===== src/design/kwm_pkg.sv =====
// Shared constants and controller/datapath interface types for the k-way merge.
package kwm_pkg;

   localparam int NUM_SOURCES = 8;
   localparam int KEY_WIDTH   = 32;
   localparam int SRC_W       = $clog2(NUM_SOURCES);

   localparam int FIELD_W     = 32;
   localparam int SRCIDX_W    = 3;
   localparam int CNT_W       = 16;
   localparam int TDATA_W     = 104;
   localparam logic [CNT_W-1:0] ROWS_PER_BLOCK_RST = 16'd256;

   localparam logic REQ_LOAD = 1'b0;
   localparam logic REQ_POP  = 1'b1;

   typedef struct packed {
      logic             load;
      logic             scan_en;
      logic             scan_first;
      logic [SRC_W-1:0] scan_idx;
      logic             emit;
   } kwm_cmd_type;

   typedef struct packed {
      logic out_free;
   } kwm_stat_type;

endpackage


===== src/design/kwm_ctrl.sv =====
// Controller state machine: request acceptance, head scan sequencing and emit.
module kwm_ctrl (
   input  logic                  clock,
   input  logic                  reset,
   input  logic                  req_tvalid,
   input  logic                  req_tuser,
   output logic                  req_tready,
   input  kwm_pkg::kwm_stat_type stat,
   output kwm_pkg::kwm_cmd_type  cmd
);

   typedef enum logic [1:0] {
      S_IDLE,
      S_SCAN,
      S_EMIT
   } state_type;

   localparam logic [kwm_pkg::SRC_W-1:0] LAST_IDX =
      kwm_pkg::SRC_W'(kwm_pkg::NUM_SOURCES - 1);

   state_type                  state_ff, state_in;
   logic [kwm_pkg::SRC_W-1:0]  idx_ff, idx_in;

   always_comb begin
      state_in       = state_ff;
      idx_in         = idx_ff;
      req_tready     = 1'b0;
      cmd.load       = 1'b0;
      cmd.scan_en    = 1'b0;
      cmd.scan_first = 1'b0;
      cmd.scan_idx   = idx_ff;
      cmd.emit       = 1'b0;
      case (state_ff)
         S_IDLE: begin
            req_tready = 1'b1;
            if (req_tvalid) begin
               if (req_tuser == kwm_pkg::REQ_POP) begin
                  state_in = S_SCAN;
                  idx_in   = '0;
               end else begin
                  cmd.load = 1'b1;
               end
            end
         end
         S_SCAN: begin
            cmd.scan_en    = 1'b1;
            cmd.scan_first = (idx_ff == '0);
            if (idx_ff == LAST_IDX) begin
               state_in = S_EMIT;
            end else begin
               idx_in = idx_ff + 1'b1;
            end
         end
         S_EMIT: begin
            // hold until the output register can take the result
            if (stat.out_free) begin
               cmd.emit = 1'b1;
               state_in = S_IDLE;
            end
         end
         default: begin
            state_in = S_IDLE;
         end
      endcase
   end

   always_ff @(posedge clock) begin
      if (reset) begin
         state_ff <= S_IDLE;
         idx_ff   <= '0;
      end else begin
         state_ff <= state_in;
         idx_ff   <= idx_in;
      end
   end

`ifndef SYNTH
   a_emit_free: assert property (@(posedge clock) disable iff (reset)
      cmd.emit |-> stat.out_free)
      else $error("emit issued while output register busy");

   a_first_at_zero: assert property (@(posedge clock) disable iff (reset)
      cmd.scan_en && cmd.scan_first |-> cmd.scan_idx == '0)
      else $error("scan start not at source zero");

   a_scan_to_emit: assert property (@(posedge clock) disable iff (reset)
      cmd.scan_en && cmd.scan_idx == LAST_IDX |=> !req_tready && !cmd.scan_en)
      else $error("scan end did not move to emit");
`endif

endmodule


===== src/design/kwm_dp.sv =====
// Datapath: head store, sequential minimum scan, row counter and output register.
module kwm_dp (
   input  logic                          clock,
   input  logic                          reset,
   input  kwm_pkg::kwm_cmd_type          cmd,
   output kwm_pkg::kwm_stat_type         stat,
   input  logic                          csr_wr_en,
   input  logic [kwm_pkg::CNT_W-1:0]     csr_wr_data,
   input  logic [kwm_pkg::TDATA_W-1:0]   req_tdata,
   output logic                          rsp_tvalid,
   input  logic                          rsp_tready,
   output logic [kwm_pkg::TDATA_W-1:0]   rsp_tdata,
   output logic                          rsp_tuser,
   output logic                          rsp_tlast
);

   localparam int N  = kwm_pkg::NUM_SOURCES;
   localparam int KW = kwm_pkg::KEY_WIDTH;
   localparam int FW = kwm_pkg::FIELD_W;
   localparam int SW = kwm_pkg::SRC_W;

   // request fields
   logic [kwm_pkg::SRCIDX_W-1:0] req_src;
   logic [FW-1:0]                req_prim, req_sec, req_row;
   logic                         src_ok;
   logic [SW-1:0]                wr_idx;

   assign req_src  = req_tdata[2:0];
   assign req_prim = req_tdata[34:3];
   assign req_sec  = req_tdata[66:35];
   assign req_row  = req_tdata[98:67];
   assign src_ok   = (32'(req_src) < 32'(N));
   assign wr_idx   = SW'(req_src);

   // head store
   logic [N-1:0]  head_valid_ff, head_valid_in;
   logic [KW-1:0] head_prim_ff [N];
   logic [KW-1:0] head_prim_in [N];
   logic [KW-1:0] head_sec_ff  [N];
   logic [KW-1:0] head_sec_in  [N];
   logic [FW-1:0] head_row_ff  [N];
   logic [FW-1:0] head_row_in  [N];

   // scan state
   logic          found_ff, found_in;
   logic [SW-1:0] best_idx_ff, best_idx_in;
   logic [KW-1:0] best_prim_ff, best_prim_in;
   logic [KW-1:0] best_sec_ff, best_sec_in;
   logic [FW-1:0] best_row_ff, best_row_in;

   logic          found_eff, cand_less, take;

   // counter and config
   logic [kwm_pkg::CNT_W-1:0] rpb_ff, rpb_in;
   logic [kwm_pkg::CNT_W-1:0] cnt_ff, cnt_in, cnt_next;
   logic                      blk_hit;

   // output register
   logic                        rsp_valid_ff, rsp_valid_in;
   logic [kwm_pkg::TDATA_W-1:0] rsp_data_ff, rsp_data_in;
   logic                        rsp_empty_ff, rsp_empty_in;
   logic                        rsp_last_ff, rsp_last_in;

   assign stat.out_free = !rsp_valid_ff || rsp_tready;

   // scan compare: strictly smaller keeps the lowest index on ties
   assign found_eff = cmd.scan_first ? 1'b0 : found_ff;
   assign cand_less = {head_prim_ff[cmd.scan_idx], head_sec_ff[cmd.scan_idx]}
                      < {best_prim_ff, best_sec_ff};
   assign take      = cmd.scan_en && head_valid_ff[cmd.scan_idx] &&
                      (!found_eff || cand_less);

   assign cnt_next = cnt_ff + 1'b1;
   assign blk_hit  = (cnt_next == rpb_ff);

   always_comb begin
      head_valid_in = head_valid_ff;
      head_prim_in  = head_prim_ff;
      head_sec_in   = head_sec_ff;
      head_row_in   = head_row_ff;
      found_in      = found_ff;
      best_idx_in   = best_idx_ff;
      best_prim_in  = best_prim_ff;
      best_sec_in   = best_sec_ff;
      best_row_in   = best_row_ff;
      rpb_in        = rpb_ff;
      cnt_in        = cnt_ff;
      rsp_valid_in  = rsp_valid_ff && !rsp_tready;
      rsp_data_in   = rsp_data_ff;
      rsp_empty_in  = rsp_empty_ff;
      rsp_last_in   = rsp_last_ff;

      if (csr_wr_en) begin
         rpb_in = csr_wr_data;
      end

      if (cmd.load && src_ok) begin
         head_valid_in[wr_idx] = 1'b1;
         head_prim_in[wr_idx]  = KW'(req_prim);
         head_sec_in[wr_idx]   = KW'(req_sec);
         head_row_in[wr_idx]   = req_row;
      end

      if (cmd.scan_en) begin
         found_in = found_eff;
      end
      if (take) begin
         found_in     = 1'b1;
         best_idx_in  = cmd.scan_idx;
         best_prim_in = head_prim_ff[cmd.scan_idx];
         best_sec_in  = head_sec_ff[cmd.scan_idx];
         best_row_in  = head_row_ff[cmd.scan_idx];
      end

      if (cmd.emit) begin
         rsp_valid_in = 1'b1;
         if (found_ff) begin
            head_valid_in[best_idx_ff] = 1'b0;
            rsp_empty_in = 1'b0;
            rsp_last_in  = blk_hit;
            rsp_data_in  = {5'd0, best_row_ff, FW'(best_sec_ff), FW'(best_prim_ff),
                            kwm_pkg::SRCIDX_W'(best_idx_ff)};
            cnt_in       = blk_hit ? '0 : cnt_next;
         end else begin
            rsp_empty_in = 1'b1;
            rsp_last_in  = 1'b0;
            rsp_data_in  = '0;
         end
      end
   end

   always_ff @(posedge clock) begin
      if (reset) begin
         head_valid_ff <= '0;
         found_ff      <= 1'b0;
         rpb_ff        <= kwm_pkg::ROWS_PER_BLOCK_RST;
         cnt_ff        <= '0;
         rsp_valid_ff  <= 1'b0;
      end else begin
         head_valid_ff <= head_valid_in;
         found_ff      <= found_in;
         rpb_ff        <= rpb_in;
         cnt_ff        <= cnt_in;
         rsp_valid_ff  <= rsp_valid_in;
      end
   end

   always_ff @(posedge clock) begin
      head_prim_ff <= head_prim_in;
      head_sec_ff  <= head_sec_in;
      head_row_ff  <= head_row_in;
      best_idx_ff  <= best_idx_in;
      best_prim_ff <= best_prim_in;
      best_sec_ff  <= best_sec_in;
      best_row_ff  <= best_row_in;
      rsp_data_ff  <= rsp_data_in;
      rsp_empty_ff <= rsp_empty_in;
      rsp_last_ff  <= rsp_last_in;
   end

   assign rsp_tvalid = rsp_valid_ff;
   assign rsp_tdata  = rsp_data_ff;
   assign rsp_tuser  = rsp_empty_ff;
   assign rsp_tlast  = rsp_last_ff;

`ifndef SYNTH
   a_emit_frees_slot: assert property (@(posedge clock) disable iff (reset)
      cmd.emit && found_ff |=> !head_valid_ff[$past(best_idx_ff)])
      else $error("emitted head still valid");

   a_empty_zero: assert property (@(posedge clock) disable iff (reset)
      rsp_valid_ff && rsp_empty_ff |-> rsp_data_ff == '0 && !rsp_last_ff)
      else $error("empty result carries data");

   a_block_clears: assert property (@(posedge clock) disable iff (reset)
      cmd.emit && found_ff && blk_hit |=> cnt_ff == '0)
      else $error("row counter not cleared at block end");

   a_empty_keeps_count: assert property (@(posedge clock) disable iff (reset)
      cmd.emit && !found_ff |=> $stable(cnt_ff))
      else $error("row counter moved on empty pop");
`endif

endmodule


===== src/design/kway_merge_two_key_top.sv =====
// Top level of the two-key k-way merge: controller and datapath.
//
// Usage:
//   req_* carries requests. req_tuser = 0 loads the head of source
//   req_tdata[2:0] with its primary key, secondary key and row handle;
//   a load gives no response. req_tuser = 1 pops the smallest valid head
//   (primary key, then secondary key, lowest source on ties).
//   rsp_* returns one response per pop: rsp_tuser flags an empty store
//   (data and tlast zero), rsp_tlast marks the row that completes a block
//   of rows_per_block rows, written through csr_wr_en / csr_wr_data.
// Timing:
//   A pop scans the heads one source per cycle, then waits until the output
//   register is free and writes the response into it; no request is accepted
//   while a pop is in progress.
// Reset clears all head valid bits, the row counter, and sets
// rows_per_block to 256. A stalled response sits in the output register;
// the block keeps taking requests, and a following pop waits at its end
// until the output register is free.
module kway_merge_two_key_top (
   input  logic                        clock,
   input  logic                        reset,
   input  logic                        csr_wr_en,
   input  logic [kwm_pkg::CNT_W-1:0]   csr_wr_data,
   input  logic                        req_tvalid,
   output logic                        req_tready,
   // source[2:0], key_primary[34:3], key_secondary[66:35], row_handle[98:67]
   input  logic [kwm_pkg::TDATA_W-1:0] req_tdata,
   // req_type[0]
   input  logic                        req_tuser,
   output logic                        rsp_tvalid,
   input  logic                        rsp_tready,
   // out_source[2:0], out_primary[34:3], out_secondary[66:35], out_row[98:67]
   output logic [kwm_pkg::TDATA_W-1:0] rsp_tdata,
   // store_empty[0]
   output logic                        rsp_tuser,
   output logic                        rsp_tlast
);

   kwm_pkg::kwm_cmd_type  cmd;
   kwm_pkg::kwm_stat_type stat;

   kwm_ctrl u_ctrl (
      .clock      (clock),
      .reset      (reset),
      .req_tvalid (req_tvalid),
      .req_tuser  (req_tuser),
      .req_tready (req_tready),
      .stat       (stat),
      .cmd        (cmd)
   );

   kwm_dp u_dp (
      .clock       (clock),
      .reset       (reset),
      .cmd         (cmd),
      .stat        (stat),
      .csr_wr_en   (csr_wr_en),
      .csr_wr_data (csr_wr_data),
      .req_tdata   (req_tdata),
      .rsp_tvalid  (rsp_tvalid),
      .rsp_tready  (rsp_tready),
      .rsp_tdata   (rsp_tdata),
      .rsp_tuser   (rsp_tuser),
      .rsp_tlast   (rsp_tlast)
   );

endmodule

===== config.mk =====
export PLATFORM = sky130hd
export DESIGN_NAME = kway_merge_two_key_top
export DESIGN_NICKNAME = d
export VERILOG_FILES = /design/src/design/kwm_pkg.sv /design/src/design/kwm_ctrl.sv /design/src/design/kwm_dp.sv /design/src/design/kway_merge_two_key_top.sv
export SDC_FILE = /design/constraint.sdc
export NUM_CORES = 1
export LEC_CHECK = 0
export BUFFER_PORTS_ARGS = -buffer_cell sky130_fd_sc_hd__buf_2
export CORE_MARGIN = 10
export CORE_UTILIZATION = 55
export DETAILED_ROUTE_END_ITERATION = 7
export PLACE_DENSITY_LB_ADDON = 0.25
export SLEW_MARGIN = 40
export SYNTH_ARGS = -nofsm -noshare
export SYNTH_HDL_FRONTEND = slang
export SYNTH_SLANG_ARGS = --single-unit

===== constraint.sdc =====
create_clock -name clock -period 11.65 [get_ports clock]
set_input_delay 0.5825 -clock clock [delete_from_list [all_inputs] [get_ports clock]]
set_output_delay 0.5825 -clock clock [all_outputs]
set_load 0.01 [all_outputs]

==> reports/metrics.csv <==
metric,value,unit
status,completed,
post_cts_buffers,0,
wl_met2,42.45,mm
cts_buffers,100,
hp-class,input pin to flip-flop,
yosysSeqAreaShare,0.7602,
pre_cts_slack,5362,ps
seq_power_share,0.544,
clk_latency,650,ps
htreeDepth,3,
cts_buffer_depth,3,
drv_cap,0,
ys_ff_latch,1015,
setup_tns,0,ps
ioPinCount,234,
numPortBuffers,223,
rsz0062_at_grt,no,
drtAntennaViolNets,0,
p_comb_frac,0.027,
highest_layer,met5,
mostFrequentLayoutCell,edfxtp_1,
met1_length,33.87,mm
num_vias,19130,
fin_crit,6054,ps
power.switching,1.458,mW
cts_tree,built,
power.internal,5.952,mW
placed_area,0.04192,sq mm
area_growth,14.76,%
drtIter0Drc,1660,
firstDrtPassIters,5,
tightestPinTransition,773.8,ps
overflow,0,
sw_frac_of_total,0.1968,
reg2reg_slack,5600,ps
antenna_found_initial,23,
maxSlewViolCount,0,
final_cell_mix,"968 x edfxtp_1, 223 x buf_2, 194 x mux4_2",
ys_top_cells_by_area,"edfxtp_1 74%, mux4_2 11%, mux2_2 2.8%",
finalHoldViolations,0,
grtUsageTotal,0.2019,
place_congestion,0.8546,
clk_pin_slew,60,ps
postCtsHoldBufs,0,
fin_skew,38.44,ps
synth_edf_count,968,
die_w,287.9,um
fillCellCount,4951,
initial_core_util,0.5531,
synthFlopType,edfxtp_1,
fin_crit_sh,0.5197,
power_frac_clock,0.429,
dp_hpwl,48.55,mm
irDropWorstVdd,0.0001153,V
drive_gt1_frac,0.3125,
grt_pass1_vias,20070,
syn_area_per_cell,20.08,sq um
setup_violations,0,
worstPathArrival,6330,ps
yosysUniqueCellTypes,63,
finalWirelength,83.15,mm
ys_warn_count,0,
synth_async_sr_flop_share,0,
vias_per_cell,5.812,
die_h,287.9,um
grt_max_degree,70,
synth_top_area_share,0.7364,
timing.final.ws_setup,5596,ps
root_buffer,clkbuf_16,
cellLeakagePower,14.97,nW
critPathKind,flip-flop to flip-flop,
cts_resized,0,
synth_area,0.03947,sq mm
fp.coreArea,0.07136,sq mm
cp_max_fo,69,
postLayoutCellArea,0.04530,sq mm
drc,0,
wl_per_cell,25.26,um
synthCells,1966,
grt_pass1_wl,125.7,mm
endpoint_kind,flip-flop,
dieArea,0.08289,sq mm
final_nets,2442,
cts.sinks,1015,
slew_headroom,0.4842,
required,11930,ps
yosys.area.top_type,edfxtp_1,
start_kind,flip-flop,
wl_met3,5.162,mm
row_count,98,
clock.fmax,0.1652,GHz
power_density,163.6,mW/mm^2
-- Yosys cell counts (7+ instances only) --
master    instances
edfxtp_1        968
mux4_2          194
nor2_1          125
mux2_2           98
inv_1            73
ha_1             67
clkbuf_1         49
dfxtp_1          47
nand2_1          38
and2_1           37
buf_1            26
nand4_1          20
mux2i_1          19
a21oi_1          18
o21ai_0          16
nand3_1          15
xnor2_1          14
a21o_1           12
nor3_1           11
xor2_1           11
nand2b_1          9
a211oi_1          7
and3_1            7
-- through the flow --
stage                     instances    util  hold slack, ps  power [mW]
after floorplan                1970       -           432.3       4.226
after global placement         3088  0.5853           470.7       4.299
after detailed placement       3092  0.5873           490.0       4.312
after CTS                      3281  0.6332           146.7       7.472
after global routing           3288  0.6347           173.8       7.639
final                          3292  0.6348           174.9       7.410
-- power by group through the flow --
stage / Combinational, mW / Clock, mW / Sequential [mW]
floorplan: 0.112 / 0 / 4.11
global placement: 0.190 / 0 / 4.11
detailed placement: 0.200 / 0 / 4.11
CTS: 0.201 / 3.24 / 4.03
global route: 0.219 / 3.38 / 4.03
finish: 0.199 / 3.18 / 4.03
-- worst max-delay path, stage by stage, from the launching register on --
cell and delay, ps:
dfxtp_4 560, buf_6 540, buf_12 510, buf_16 350
mux4_2 540, mux2_2 310, ha_1 230, a2111oi_0 360
o21ai_0 170, o2111ai_1 160, a211oi_1 150, nor4_1 550
nor2_1 150, a211oi_4 260, buf_6 610
-- final cells by class --
class	instances	area (sq um)	area share
multi-input combinational	796	8926	0.1970
clock inverter	70	670.6	0.01480
timing repair buffer	263	1602	0.03535
clock buffer	119	2604	0.05748
inverter	73	274.0	0.006049
antenna	6	15.01	0.0003314
sequential	1015	30020	0.6627
tap	950	1189	0.02624
-- routing by layer --
layer | vias to the layer above | GRT usage
li1 | 8482 | -
met1 | 9951 | 0.2665
met2 | 552 | 0.3398
met3 | 129 | 0.04305
met4 | 20 | 0.05157
met5 | - | 0
-- cell families (layout without fill, tap and decap cells) --
kind of cell,Yosys count,after routing,synth area share
buffers and inverters,159,525,0.01594
XOR/XNOR,26,26,0.006117
AND/OR/NAND/NOR,294,294,0.03690
AO/OA/AOI/OAI,93,93,0.01604
flip-flops,1015,1015,0.7602
adder cells (fa/ha/maj),67,67,0.02124
multiplexers,311,311,0.1435
other,1,11,0.00009500
-- registers in the layout, summed over array words and instances (netlist names), 16 cells and up --
signal,count
u_dp.head_prim_ff,256
u_dp.head_sec_ff,256
u_dp.cnt_ff,16
u_dp.best_row_ff,32
u_dp.rpb_ff,16
u_dp.best_sec_ff,32
u_dp.rsp_tdata,99
u_dp.best_prim_ff,32
u_dp.head_row_ff,256
-- final timing paths --
path	startpoint	end	depth (start not counted)
setup / recovery	u_ctrl.idx_ff[0]	u_dp.best_row_ff[17]	14
hold / removal	csr_wr_data[10]	u_dp.rpb_ff[10]	3
setup reg to reg	u_ctrl.idx_ff[0]	u_dp.best_row_ff[17]	14
hold reg to reg	u_dp.cnt_ff[15]	u_dp.cnt_ff[15]	2
Note: power is estimated with default switching activity, not from simulation.
